--- src/rtl/itp_pkg.sv ---
// itp_pkg: shared constants, codes and helper functions of the infix to postfix converter
// no dependencies; used by infix_to_postfix_converter
package itp_pkg;

    localparam int STACK_DEPTH = 32;
    localparam int IDX_W       = (STACK_DEPTH > 1) ? $clog2(STACK_DEPTH) : 1;
    localparam int CNT_W       = $clog2(STACK_DEPTH + 1);

    localparam logic [7:0] CH_CARET  = 8'h5E;
    localparam logic [7:0] CH_STAR   = 8'h2A;
    localparam logic [7:0] CH_SLASH  = 8'h2F;
    localparam logic [7:0] CH_PLUS   = 8'h2B;
    localparam logic [7:0] CH_MINUS  = 8'h2D;
    localparam logic [7:0] CH_LPAREN = 8'h28;
    localparam logic [7:0] CH_RPAREN = 8'h29;
    localparam logic [7:0] CH_LOW_A  = 8'h61;
    localparam logic [7:0] CH_LOW_Z  = 8'h7A;

    typedef logic [1:0] kind_t;
    localparam kind_t K_LETTER = 2'd0;
    localparam kind_t K_OPEN   = 2'd1;
    localparam kind_t K_CLOSE  = 2'd2;
    localparam kind_t K_OP     = 2'd3;

    // priority plus one, so that "anything else" is zero and compares stay unsigned
    typedef logic [2:0] rank_t;

    function automatic rank_t op_rank(input logic [7:0] ch);
        rank_t r;
        if (ch == CH_CARET)
            r = 3'd4;
        else if (ch == CH_STAR || ch == CH_SLASH)
            r = 3'd3;
        else if (ch == CH_PLUS || ch == CH_MINUS)
            r = 3'd2;
        else
            r = 3'd0;
        return r;
    endfunction

    function automatic kind_t classify(input logic [7:0] ch);
        kind_t k;
        if (ch >= CH_LOW_A && ch <= CH_LOW_Z)
            k = K_LETTER;
        else if (ch == CH_LPAREN)
            k = K_OPEN;
        else if (ch == CH_RPAREN)
            k = K_CLOSE;
        else
            k = K_OP;
        return k;
    endfunction

endpackage

--- src/rtl/itp_infix_if.sv ---
// itp_infix_if: input channel of the converter, one infix character per word
// depends on nothing; used by infix_to_postfix_converter
interface itp_infix_if;
    logic       valid;
    logic       ready;
    logic [7:0] in_char;
    logic       in_last;

    modport source (output valid, output in_char, output in_last, input ready);
    modport sink   (input valid, input in_char, input in_last, output ready);
endinterface

--- src/rtl/itp_postfix_if.sv ---
// itp_postfix_if: output channel of the converter, one postfix symbol per word
// depends on nothing; used by infix_to_postfix_converter
interface itp_postfix_if;
    logic       valid;
    logic       ready;
    logic [7:0] out_char;
    logic       out_valid;
    logic       out_last;
    logic       overflow_seen;
    logic       unmatched_seen;

    modport source (output valid, output out_char, output out_valid, output out_last,
                    output overflow_seen, output unmatched_seen, input ready);
    modport sink   (input valid, input out_char, input out_valid, input out_last,
                    input overflow_seen, input unmatched_seen, output ready);
endinterface

--- src/rtl/infix_to_postfix_converter.sv ---
// infix_to_postfix_converter: shunting-yard converter around an operator stack memory
// depends on itp_pkg, itp_infix_if, itp_postfix_if
//
// usage
// - infix: one ascii character per word, in_last on the final character of an
//   expression; postfix: the emitted symbols, out_last on the final word of
//   an expression, an empty word (out_valid 0, out_char 0) closes an
//   expression that emits nothing at its end
// - overflow_seen and unmatched_seen are sticky and clear only at reset
// - one character at a time: infix.ready is high only between characters
// - the stack memory port (one pop per cycle while postfix does not stall,
//   read data forwarded from a push) sets the pop rate
// - a letter's word reaches postfix through the held symbol and the output register
// - the last symbol of a character is held one word back so that out_last
//   can be set on it; it leaves when the character is finished
// - a stalled postfix channel stops the pops; nothing is dropped
// - reset empties the stack by clearing its count; the memory itself is
//   not cleared and needs no clearing pass, entries are read only after
//   they were written
module infix_to_postfix_converter
    import itp_pkg::*;
(
    input  logic                 clk,
    input  logic                 rst_n,
    itp_infix_if.sink            infix,
    itp_postfix_if.source        postfix
);

    localparam logic [1:0] S_IDLE  = 2'd0;
    localparam logic [1:0] S_WORK  = 2'd1;
    localparam logic [1:0] S_FLUSH = 2'd2;
    localparam logic [1:0] S_DONE  = 2'd3;

    logic [1:0]       state_reg, state_next;
    logic [7:0]       ch_reg, ch_next;
    logic             last_reg, last_next;
    kind_t            kind_reg, kind_next;
    rank_t            rank_reg, rank_next;
    logic [CNT_W-1:0] count_reg, count_next;
    logic [CNT_W-1:0] paren_reg, paren_next;
    logic [7:0]       top_reg, top_next;
    logic [7:0]       below_reg;
    logic             ovf_reg, ovf_next;
    logic             unm_reg, unm_next;
    logic             pend_vld_reg, pend_vld_next;
    logic [7:0]       pend_char_reg, pend_char_next;

    logic             ovld_reg, ovld_next;
    logic [7:0]       ochar_reg, ochar_next;
    logic             osym_reg, osym_next;
    logic             olast_reg, olast_next;
    logic             oovf_reg, oovf_next;
    logic             ounm_reg, ounm_next;

    logic [7:0]       stack_mem [STACK_DEPTH];
    logic             wr_en;
    logic [IDX_W-1:0] wr_addr;
    logic [IDX_W-1:0] rd_addr;
    logic [CNT_W-1:0] rd_cnt;

    logic             out_free;
    logic             top_is_open;
    logic             emit_req;
    logic             emit_ok;
    logic [7:0]       emit_char;
    logic             do_push;
    logic             do_pop;
    logic             finish;

    assign out_free    = !ovld_reg || postfix.ready;
    assign top_is_open = (top_reg == CH_LPAREN);
    assign emit_ok     = !pend_vld_reg || out_free;

    assign infix.ready = (state_reg == S_IDLE);

    always_comb
    begin
        state_next     = state_reg;
        ch_next        = ch_reg;
        last_next      = last_reg;
        kind_next      = kind_reg;
        rank_next      = rank_reg;
        unm_next       = unm_reg;
        emit_req       = 1'b0;
        emit_char      = top_reg;
        do_push        = 1'b0;
        do_pop         = 1'b0;
        finish         = 1'b0;

        ovld_next      = ovld_reg && !postfix.ready;
        ochar_next     = ochar_reg;
        osym_next      = osym_reg;
        olast_next     = olast_reg;
        oovf_next      = oovf_reg;
        ounm_next      = ounm_reg;
        pend_vld_next  = pend_vld_reg;
        pend_char_next = pend_char_reg;

        unique case (state_reg)
            S_IDLE:
            begin
                if (infix.valid)
                begin
                    ch_next   = infix.in_char;
                    last_next = infix.in_last;
                    kind_next = classify(infix.in_char);
                    rank_next = op_rank(infix.in_char);
                    // no open parenthesis anywhere on the stack: the close cannot match
                    if (classify(infix.in_char) == K_CLOSE && paren_reg == '0)
                        unm_next = 1'b1;
                    state_next = S_WORK;
                end
            end
            S_WORK:
            begin
                unique case (kind_reg)
                    K_LETTER:
                    begin
                        emit_req  = 1'b1;
                        emit_char = ch_reg;
                        finish    = emit_ok;
                    end
                    K_OPEN:
                    begin
                        do_push = 1'b1;
                        finish  = 1'b1;
                    end
                    K_CLOSE:
                    begin
                        if (count_reg == '0)
                            finish = 1'b1;
                        else if (top_is_open)
                        begin
                            do_pop = 1'b1;
                            finish = 1'b1;
                        end
                        else
                        begin
                            emit_req = 1'b1;
                            do_pop   = emit_ok;
                        end
                    end
                    K_OP:
                    begin
                        if (count_reg != '0 && !top_is_open && rank_reg <= op_rank(top_reg))
                        begin
                            emit_req = 1'b1;
                            do_pop   = emit_ok;
                        end
                        else
                        begin
                            do_push = 1'b1;
                            finish  = 1'b1;
                        end
                    end
                    default:
                    begin
                        finish = 1'b1;
                    end
                endcase
                if (finish)
                    state_next = last_reg ? S_FLUSH : S_DONE;
            end
            S_FLUSH:
            begin
                if (count_reg != '0)
                begin
                    emit_req = 1'b1;
                    do_pop   = emit_ok;
                end
                else
                    state_next = S_DONE;
            end
            S_DONE:
            begin
                if (pend_vld_reg || last_reg)
                begin
                    if (out_free)
                    begin
                        ovld_next     = 1'b1;
                        ochar_next    = pend_vld_reg ? pend_char_reg : 8'h00;
                        osym_next     = pend_vld_reg;
                        olast_next    = last_reg;
                        oovf_next     = ovf_reg;
                        ounm_next     = unm_reg;
                        pend_vld_next = 1'b0;
                        state_next    = S_IDLE;
                    end
                end
                else
                    state_next = S_IDLE;
            end
            default:
            begin
                state_next = S_IDLE;
            end
        endcase

        // a new symbol pushes the held one out, never with out_last
        if (emit_req && emit_ok)
        begin
            if (pend_vld_reg)
            begin
                ovld_next  = 1'b1;
                ochar_next = pend_char_reg;
                osym_next  = 1'b1;
                olast_next = 1'b0;
                oovf_next  = ovf_reg;
                ounm_next  = unm_reg;
            end
            pend_vld_next  = 1'b1;
            pend_char_next = emit_char;
        end
    end

    // stack: top word in a register, the rest in memory, read one entry ahead
    always_comb
    begin
        count_next = count_reg;
        paren_next = paren_reg;
        top_next   = top_reg;
        ovf_next   = ovf_reg;
        wr_en      = 1'b0;
        wr_addr    = IDX_W'(count_reg - CNT_W'(1));
        if (do_push)
        begin
            if (count_reg == CNT_W'(STACK_DEPTH))
                ovf_next = 1'b1;
            else
            begin
                wr_en      = (count_reg != '0);
                top_next   = ch_reg;
                count_next = count_reg + CNT_W'(1);
                if (ch_reg == CH_LPAREN)
                    paren_next = paren_reg + CNT_W'(1);
            end
        end
        else if (do_pop)
        begin
            top_next   = below_reg;
            count_next = count_reg - CNT_W'(1);
            if (top_is_open)
                paren_next = paren_reg - CNT_W'(1);
        end
    end

    assign rd_cnt  = count_next - CNT_W'(2);
    assign rd_addr = rd_cnt[IDX_W-1:0];

    always_ff @(posedge clk)
    begin
        if (wr_en)
            stack_mem[wr_addr] <= top_reg;
        if (wr_en && wr_addr == rd_addr)
            below_reg <= top_reg;
        else
            below_reg <= stack_mem[rd_addr];
    end

    always_ff @(posedge clk or negedge rst_n)
    begin
        if (!rst_n)
        begin
            state_reg    <= S_IDLE;
            count_reg    <= '0;
            paren_reg    <= '0;
            ovf_reg      <= 1'b0;
            unm_reg      <= 1'b0;
            pend_vld_reg <= 1'b0;
            ovld_reg     <= 1'b0;
        end
        else
        begin
            state_reg    <= state_next;
            count_reg    <= count_next;
            paren_reg    <= paren_next;
            ovf_reg      <= ovf_next;
            unm_reg      <= unm_next;
            pend_vld_reg <= pend_vld_next;
            ovld_reg     <= ovld_next;
        end
    end

    always_ff @(posedge clk)
    begin
        ch_reg        <= ch_next;
        last_reg      <= last_next;
        kind_reg      <= kind_next;
        rank_reg      <= rank_next;
        top_reg       <= top_next;
        pend_char_reg <= pend_char_next;
        ochar_reg     <= ochar_next;
        osym_reg      <= osym_next;
        olast_reg     <= olast_next;
        oovf_reg      <= oovf_next;
        ounm_reg      <= ounm_next;
    end

    assign postfix.valid          = ovld_reg;
    assign postfix.out_char       = ochar_reg;
    assign postfix.out_valid      = osym_reg;
    assign postfix.out_last       = olast_reg;
    assign postfix.overflow_seen  = oovf_reg;
    assign postfix.unmatched_seen = ounm_reg;

`ifndef SYNTHESIS
    a_paren_le_count: assert property (@(posedge clk) disable iff (!rst_n)
        paren_reg <= count_reg)
        else $error("open parenthesis count exceeds stack count");

    a_count_bound: assert property (@(posedge clk) disable iff (!rst_n)
        count_reg <= CNT_W'(STACK_DEPTH))
        else $error("stack count beyond depth");

    a_pop_step: assert property (@(posedge clk) disable iff (!rst_n)
        do_pop |=> (count_reg + CNT_W'(1)) == $past(count_reg))
        else $error("pop did not lower the stack count by one");

    a_empty_word_last: assert property (@(posedge clk) disable iff (!rst_n)
        (postfix.valid && !postfix.out_valid) |-> postfix.out_last)
        else $error("empty word without out_last");

    a_no_accept_while_pending: assert property (@(posedge clk) disable iff (!rst_n)
        (infix.valid && infix.ready) |-> !pend_vld_reg)
        else $error("new character accepted while a symbol is held");
`endif

endmodule
--- src/flat_wrapper.sv ---
// flat-port wrapper written by rule: the top's interface ports become plain ports
module infix_to_postfix_converter_flat import itp_pkg::*;
  (clk, rst_n, infix_valid, infix_in_char, infix_in_last, infix_ready, postfix_valid, postfix_out_char, postfix_out_valid, postfix_out_last, postfix_overflow_seen, postfix_unmatched_seen, postfix_ready);
  itp_infix_if infix_i ();
  itp_postfix_if postfix_i ();
  input  logic clk;
  input  logic rst_n;
  input wire logic [$bits(infix_i.valid)-1:0] infix_valid;
  input wire logic [$bits(infix_i.in_char)-1:0] infix_in_char;
  input wire logic [$bits(infix_i.in_last)-1:0] infix_in_last;
  output wire logic [$bits(infix_i.ready)-1:0] infix_ready;
  output wire logic [$bits(postfix_i.valid)-1:0] postfix_valid;
  output wire logic [$bits(postfix_i.out_char)-1:0] postfix_out_char;
  output wire logic [$bits(postfix_i.out_valid)-1:0] postfix_out_valid;
  output wire logic [$bits(postfix_i.out_last)-1:0] postfix_out_last;
  output wire logic [$bits(postfix_i.overflow_seen)-1:0] postfix_overflow_seen;
  output wire logic [$bits(postfix_i.unmatched_seen)-1:0] postfix_unmatched_seen;
  input wire logic [$bits(postfix_i.ready)-1:0] postfix_ready;
  assign infix_i.valid = infix_valid;
  assign infix_i.in_char = infix_in_char;
  assign infix_i.in_last = infix_in_last;
  assign infix_ready = infix_i.ready;
  assign postfix_valid = postfix_i.valid;
  assign postfix_out_char = postfix_i.out_char;
  assign postfix_out_valid = postfix_i.out_valid;
  assign postfix_out_last = postfix_i.out_last;
  assign postfix_overflow_seen = postfix_i.overflow_seen;
  assign postfix_unmatched_seen = postfix_i.unmatched_seen;
  assign postfix_i.ready = postfix_ready;
  infix_to_postfix_converter u_core (.clk(clk), .rst_n(rst_n), .infix(infix_i), .postfix(postfix_i));
endmodule
--- config.mk ---
export PLATFORM = sky130hd
export DESIGN_NAME = infix_to_postfix_converter_flat
export DESIGN_NICKNAME = d
export VERILOG_FILES = /design/src/rtl/itp_pkg.sv /design/src/rtl/itp_infix_if.sv /design/src/rtl/itp_postfix_if.sv /design/src/rtl/infix_to_postfix_converter.sv /design/src/flat_wrapper.sv
export SDC_FILE = /design/constraint.sdc
export NUM_CORES = 1
export LEC_CHECK = 0
export ABC_AREA = 1
export CELL_PAD_IN_SITES_DETAIL_PLACEMENT = 1
export CELL_PAD_IN_SITES_GLOBAL_PLACEMENT = 2
export CORE_ASPECT_RATIO = 1.75
export CORE_UTILIZATION = 40
export CTS_CLUSTER_SIZE = 24
export DETAILED_ROUTE_END_ITERATION = 8
export DONT_BUFFER_PORTS = 1
export PLACE_DENSITY = 0.76
export SYNTH_ARGS = -nofsm -noshare
export SYNTH_HDL_FRONTEND = slang
export SYNTH_SLANG_ARGS = --single-unit
export TNS_END_PERCENT = 20
--- constraint.sdc ---
create_clock -name clk -period 3.95 [get_ports clk]
set_input_delay 0.1975 -clock clk [delete_from_list [all_inputs] [get_ports clk]]
set_output_delay 0.1975 -clock clk [all_outputs]
set_load 0.01 [all_outputs]
==> summary.txt <==
Synthesis
  • Fraction of the mapped netlist area in simple logic gates: 8.28%
  • Number of enable flip-flop cells after synthesis: 286
  • Gate count of the mapped netlist: 1119
  • Post-Syn Area: 13800 um2
  • Commonest cells in the netlist: sky130_fd_sc_hd__edfxtp_1, sky130_fd_sc_hd__inv_1, sky130_fd_sc_hd__o21ai_0, sky130_fd_sc_hd__nand2_1, sky130_fd_sc_hd__a21oi_1
  • Ys async rst share: 5.61%
  • Most repeated cell in the gate-level netlist after synthesis: sky130_fd_sc_hd__edfxtp_1
  • Synthesized-area fraction occupied by adder cells: 1.68%
  • Post-synthesis mux area share: 4.64%
  • Synth unique cells: 47
  • Combinational family with the most area after synthesis: compound AO/OA/AOI/OAI gates
  • Yosys warning count: 0
  • Cell type contributing the most total cell area after synthesis: sky130_fd_sc_hd__edfxtp_1
  • Number of synthesized register bits: 321
  • Complex-gate fraction of the synthesized area: 11.7%
  • Top FF cell, synth: sky130_fd_sc_hd__edfxtp_1
  • Top cell type's share of synthesized area: 62.2%
  • Net count after synthesis: 1150
  • Avg Cell Area, Syn: 12.3 um2
  • Cells taking the most area after synthesis: sky130_fd_sc_hd__edfxtp_1, sky130_fd_sc_hd__mux2i_1, sky130_fd_sc_hd__o21ai_0
  • Post-synthesis share of cell area spent on xor and xnor gates: 0.697%
  • Sequential cell area fraction in the yosys report: 67.9%

STA
  • Worst slew margin: 27.6%
  • Skew final: 0.00953 ns
  • Slew of the pin with the lowest slew margin: 1.08 ns
  • Portion of the clock cycle consumed by the worst path in the final layout: 89.3%
  • Final hold violation count: 0
  • RSZ-0062 raised after global routing: false
  • Final setup violation count: 0
  • Final max-slew violation count: 0
  • Setup TNS: 0 ns
  • FMAX: 283 MHz
  • Minimum clock period: 3.53 ns

Floorplanning
  • Initial Utilization: 40.8%
  • Cell Rows: 89
  • Vertical die dimension: 248 um
  • Placeable core area: 33900 um2
  • Full die area: 35300 um2
  • Ports: 27
  • Die width: 142 um

Global routing
  • Pin count of the biggest net entering global routing: 65
  • Total global-route track usage: 21.2%
  • Number of antenna violations at the first check in global routing: 0
  • Global route overflow: 0
  • Global-route wire length before repair: 55200 um
  • Number of global-route vias before repair: 9433

Clocking
  • Clock tree sinks: 321
  • CTS-repair resized insts: 0
  • Number of hold buffers added after cts: 11
  • Library cell used as clock root buffer: sky130_fd_sc_hd__clkbuf_16
  • Buffers inserted during post-CTS setup optimization: 0
  • Max Buffers Root-to-Sink: 3
  • Worst-path clk slew: 0.06 ns
  • Clock latency of the later-clocked register in the worst-skew pair: 0.55 ns
  • TritonCTS clock tree: built
  • Number of buffers added by the clock tree synthesis step: 28
  • Number of levels in the clock H-tree: 1

Power
  • Leakage dissipation: 5.76 nW
  • Pwr Total: 0.0119 W
  • Power per unit of standard cell area: 763 nW/um2
  • Worst supply voltage drop on vdd: 0.460 mV

Worst setup path
  • Type of destination of the critical path: flip-flop
  • Required time at the endpoint of the critical path: 4.13 ns
  • Data arrival time of the critical path: 3.71 ns
  • Max Fanout on Critical Path: 8
  • Category of the worst setup path launch point: flip-flop
  • Worst setup path category: reg2reg

Cells and area
  • Antenna diode count: 0
  • Share of layout cells above drive strength 1: 9.75%
  • Multi-input gate area in the final layout: 3730 um2
  • Filler cell count: 3586
  • Number of flip-flops in the largest register: 256
  • Layout Area Growth over Synthesis: 12.8%
  • Number of nets in the layout: 1189
  • Area taken by flip-flops and latches: 9380 um2
  • Register with the most flip-flops: u_core.stack_mem
  • Final Core Density: 46.0%

Run
  • Number of max-cap violations: 0

Detailed routing
  • Per-cell routed wire length: 22.0 um
  • Vias per cell: 5.31
  • Detailed-route via count: 8683
  • Final ANT Viol Nets: 0
  • DRT Pass-1 Iters: 4
  • Post-route DRC violation count: 0
  • Wirelength, routed: 35900 um
  • DRC marker count from the first detailed-route iteration: 481

Placed design
  • Port bufs: 0
  • Final Wtd Congestion: 0.820
  • Post-DP HPWL: 24800 um

Hold path
  • Hold WC Path Type: in2reg

Run status
  • Status: completed
-- metal layers --
metal	global-route usage (%)	vias to the layer above	part of all wire [%]
li1	-	4123	-
met1	21.2	4367	35
met2	43.1	127	58
met3	1.68	66	2.1
met4	10.1	0	4.3
met5	0	-	0
-- per-stage QoR --
stage	instances	worst slack (ns)	hold slack, ns	area [um2]
finish	1634	0.422	0.0245	15600
global route	1634	0.214	0.0263	15600
global placement	1572	0.498	-0.0974	14600
detailed placement	1572	0.361	-0.0975	14600
floorplan	1119	0.173	-0.0981	13800
CTS	1634	0.356	0.00640	15600
-- worst max-delay path, cell delays in order (launching register included) --
cell and delay (ns):
sky130_fd_sc_hd__edfxtp_1 0.49, sky130_fd_sc_hd__nor4_1 0.40, sky130_fd_sc_hd__nand4_1 0.15, sky130_fd_sc_hd__ha_1 0.35, sky130_fd_sc_hd__nand3_1 0.08, sky130_fd_sc_hd__nand2_1 0.06, sky130_fd_sc_hd__nand2_1 0.10, sky130_fd_sc_hd__nand4_4 0.10
sky130_fd_sc_hd__nand3_4 0.13, sky130_fd_sc_hd__clkinv_4 0.13, sky130_fd_sc_hd__nand2_2 0.13, sky130_fd_sc_hd__inv_2 0.09, sky130_fd_sc_hd__nand2_1 0.25, sky130_fd_sc_hd__nor2_1 0.68
-- path summary, 6_finish.rpt --
check                                                startpoint                                end  slack, ns  cells after the start
worst max-delay path                u_core.top_reg[5]$_DFFE_PP_  u_core.stack_mem[21][7]$_DFFE_PP_       0.42                     13
worst min-delay path                           infix_in_char[3]       u_core.kind_reg[1]$_DFFE_PP_       0.02                      3
worst max register to register      u_core.top_reg[5]$_DFFE_PP_  u_core.stack_mem[21][7]$_DFFE_PP_       0.42                     13
worst min register to register  u_core.paren_reg[5]$_DFFE_PN0P_    u_core.paren_reg[5]$_DFFE_PN0P_       0.48                      1
max in group asynchronous                                 rst_n    u_core.paren_reg[3]$_DFFE_PN0P_       3.01                      1
min in group asynchronous                                 rst_n     u_core.postfix.valid$_DFF_PN0_       0.28                      1
-- cell families after synthesis --
logic type | Yosys count
AO/OA/AOI/OAI | 279
XOR/XNOR | 11
adder cells (fa/ha/maj) | 18
buffers and inverters | 177
flip-flops | 321
multiplexers | 64
AND/OR/NAND/NOR | 249
-- power by group --
| group | internal, W | switching (W) | leakage [nW] |
|---|---|---|---|
| Combinational | 0.00127 | 0.00299 | 2.39 |
| Clock | 0.00154 | 0.00121 | 0.429 |
| Sequential | 0.00450 | 0.000382 | 2.95 |
| Total | 0.00732 | 0.00457 | 5.76 |
-- final cells by class --
| type | count | share of cell area [%] |
|---|---|---|
| clock buffers | 37 | 4.85 |
| well taps | 455 | 3.65 |
| multi-input cells | 621 | 24.0 |
| flip-flops and latches | 321 | 60.2 |
| clock inverters | 14 | 0.939 |
| repair buffers | 61 | 3.36 |
| inverters | 125 | 3.04 |
-- layout by cell type, fill, tap and decap left out, drive strengths merged, types with 2 or more instances in the layout --
cell         count
a31oi            2
o211ai          65
dfxtp           17
inv            124
o21ai          124
bufinv           3
buf             50
dlygate4sd3     11
nor3            11
nand2          107
clkinvlp         3
nor2            57
dfrtp           18
clkbuf          37
ha              17
mux2i           64
nor4             4
a21oi           74
xnor2            2
xor2             9
edfxtp         286
clkinv           9
o22ai            7
nand3           61
nand4            6
No activity file was read; power rests on OpenSTA's default activity.
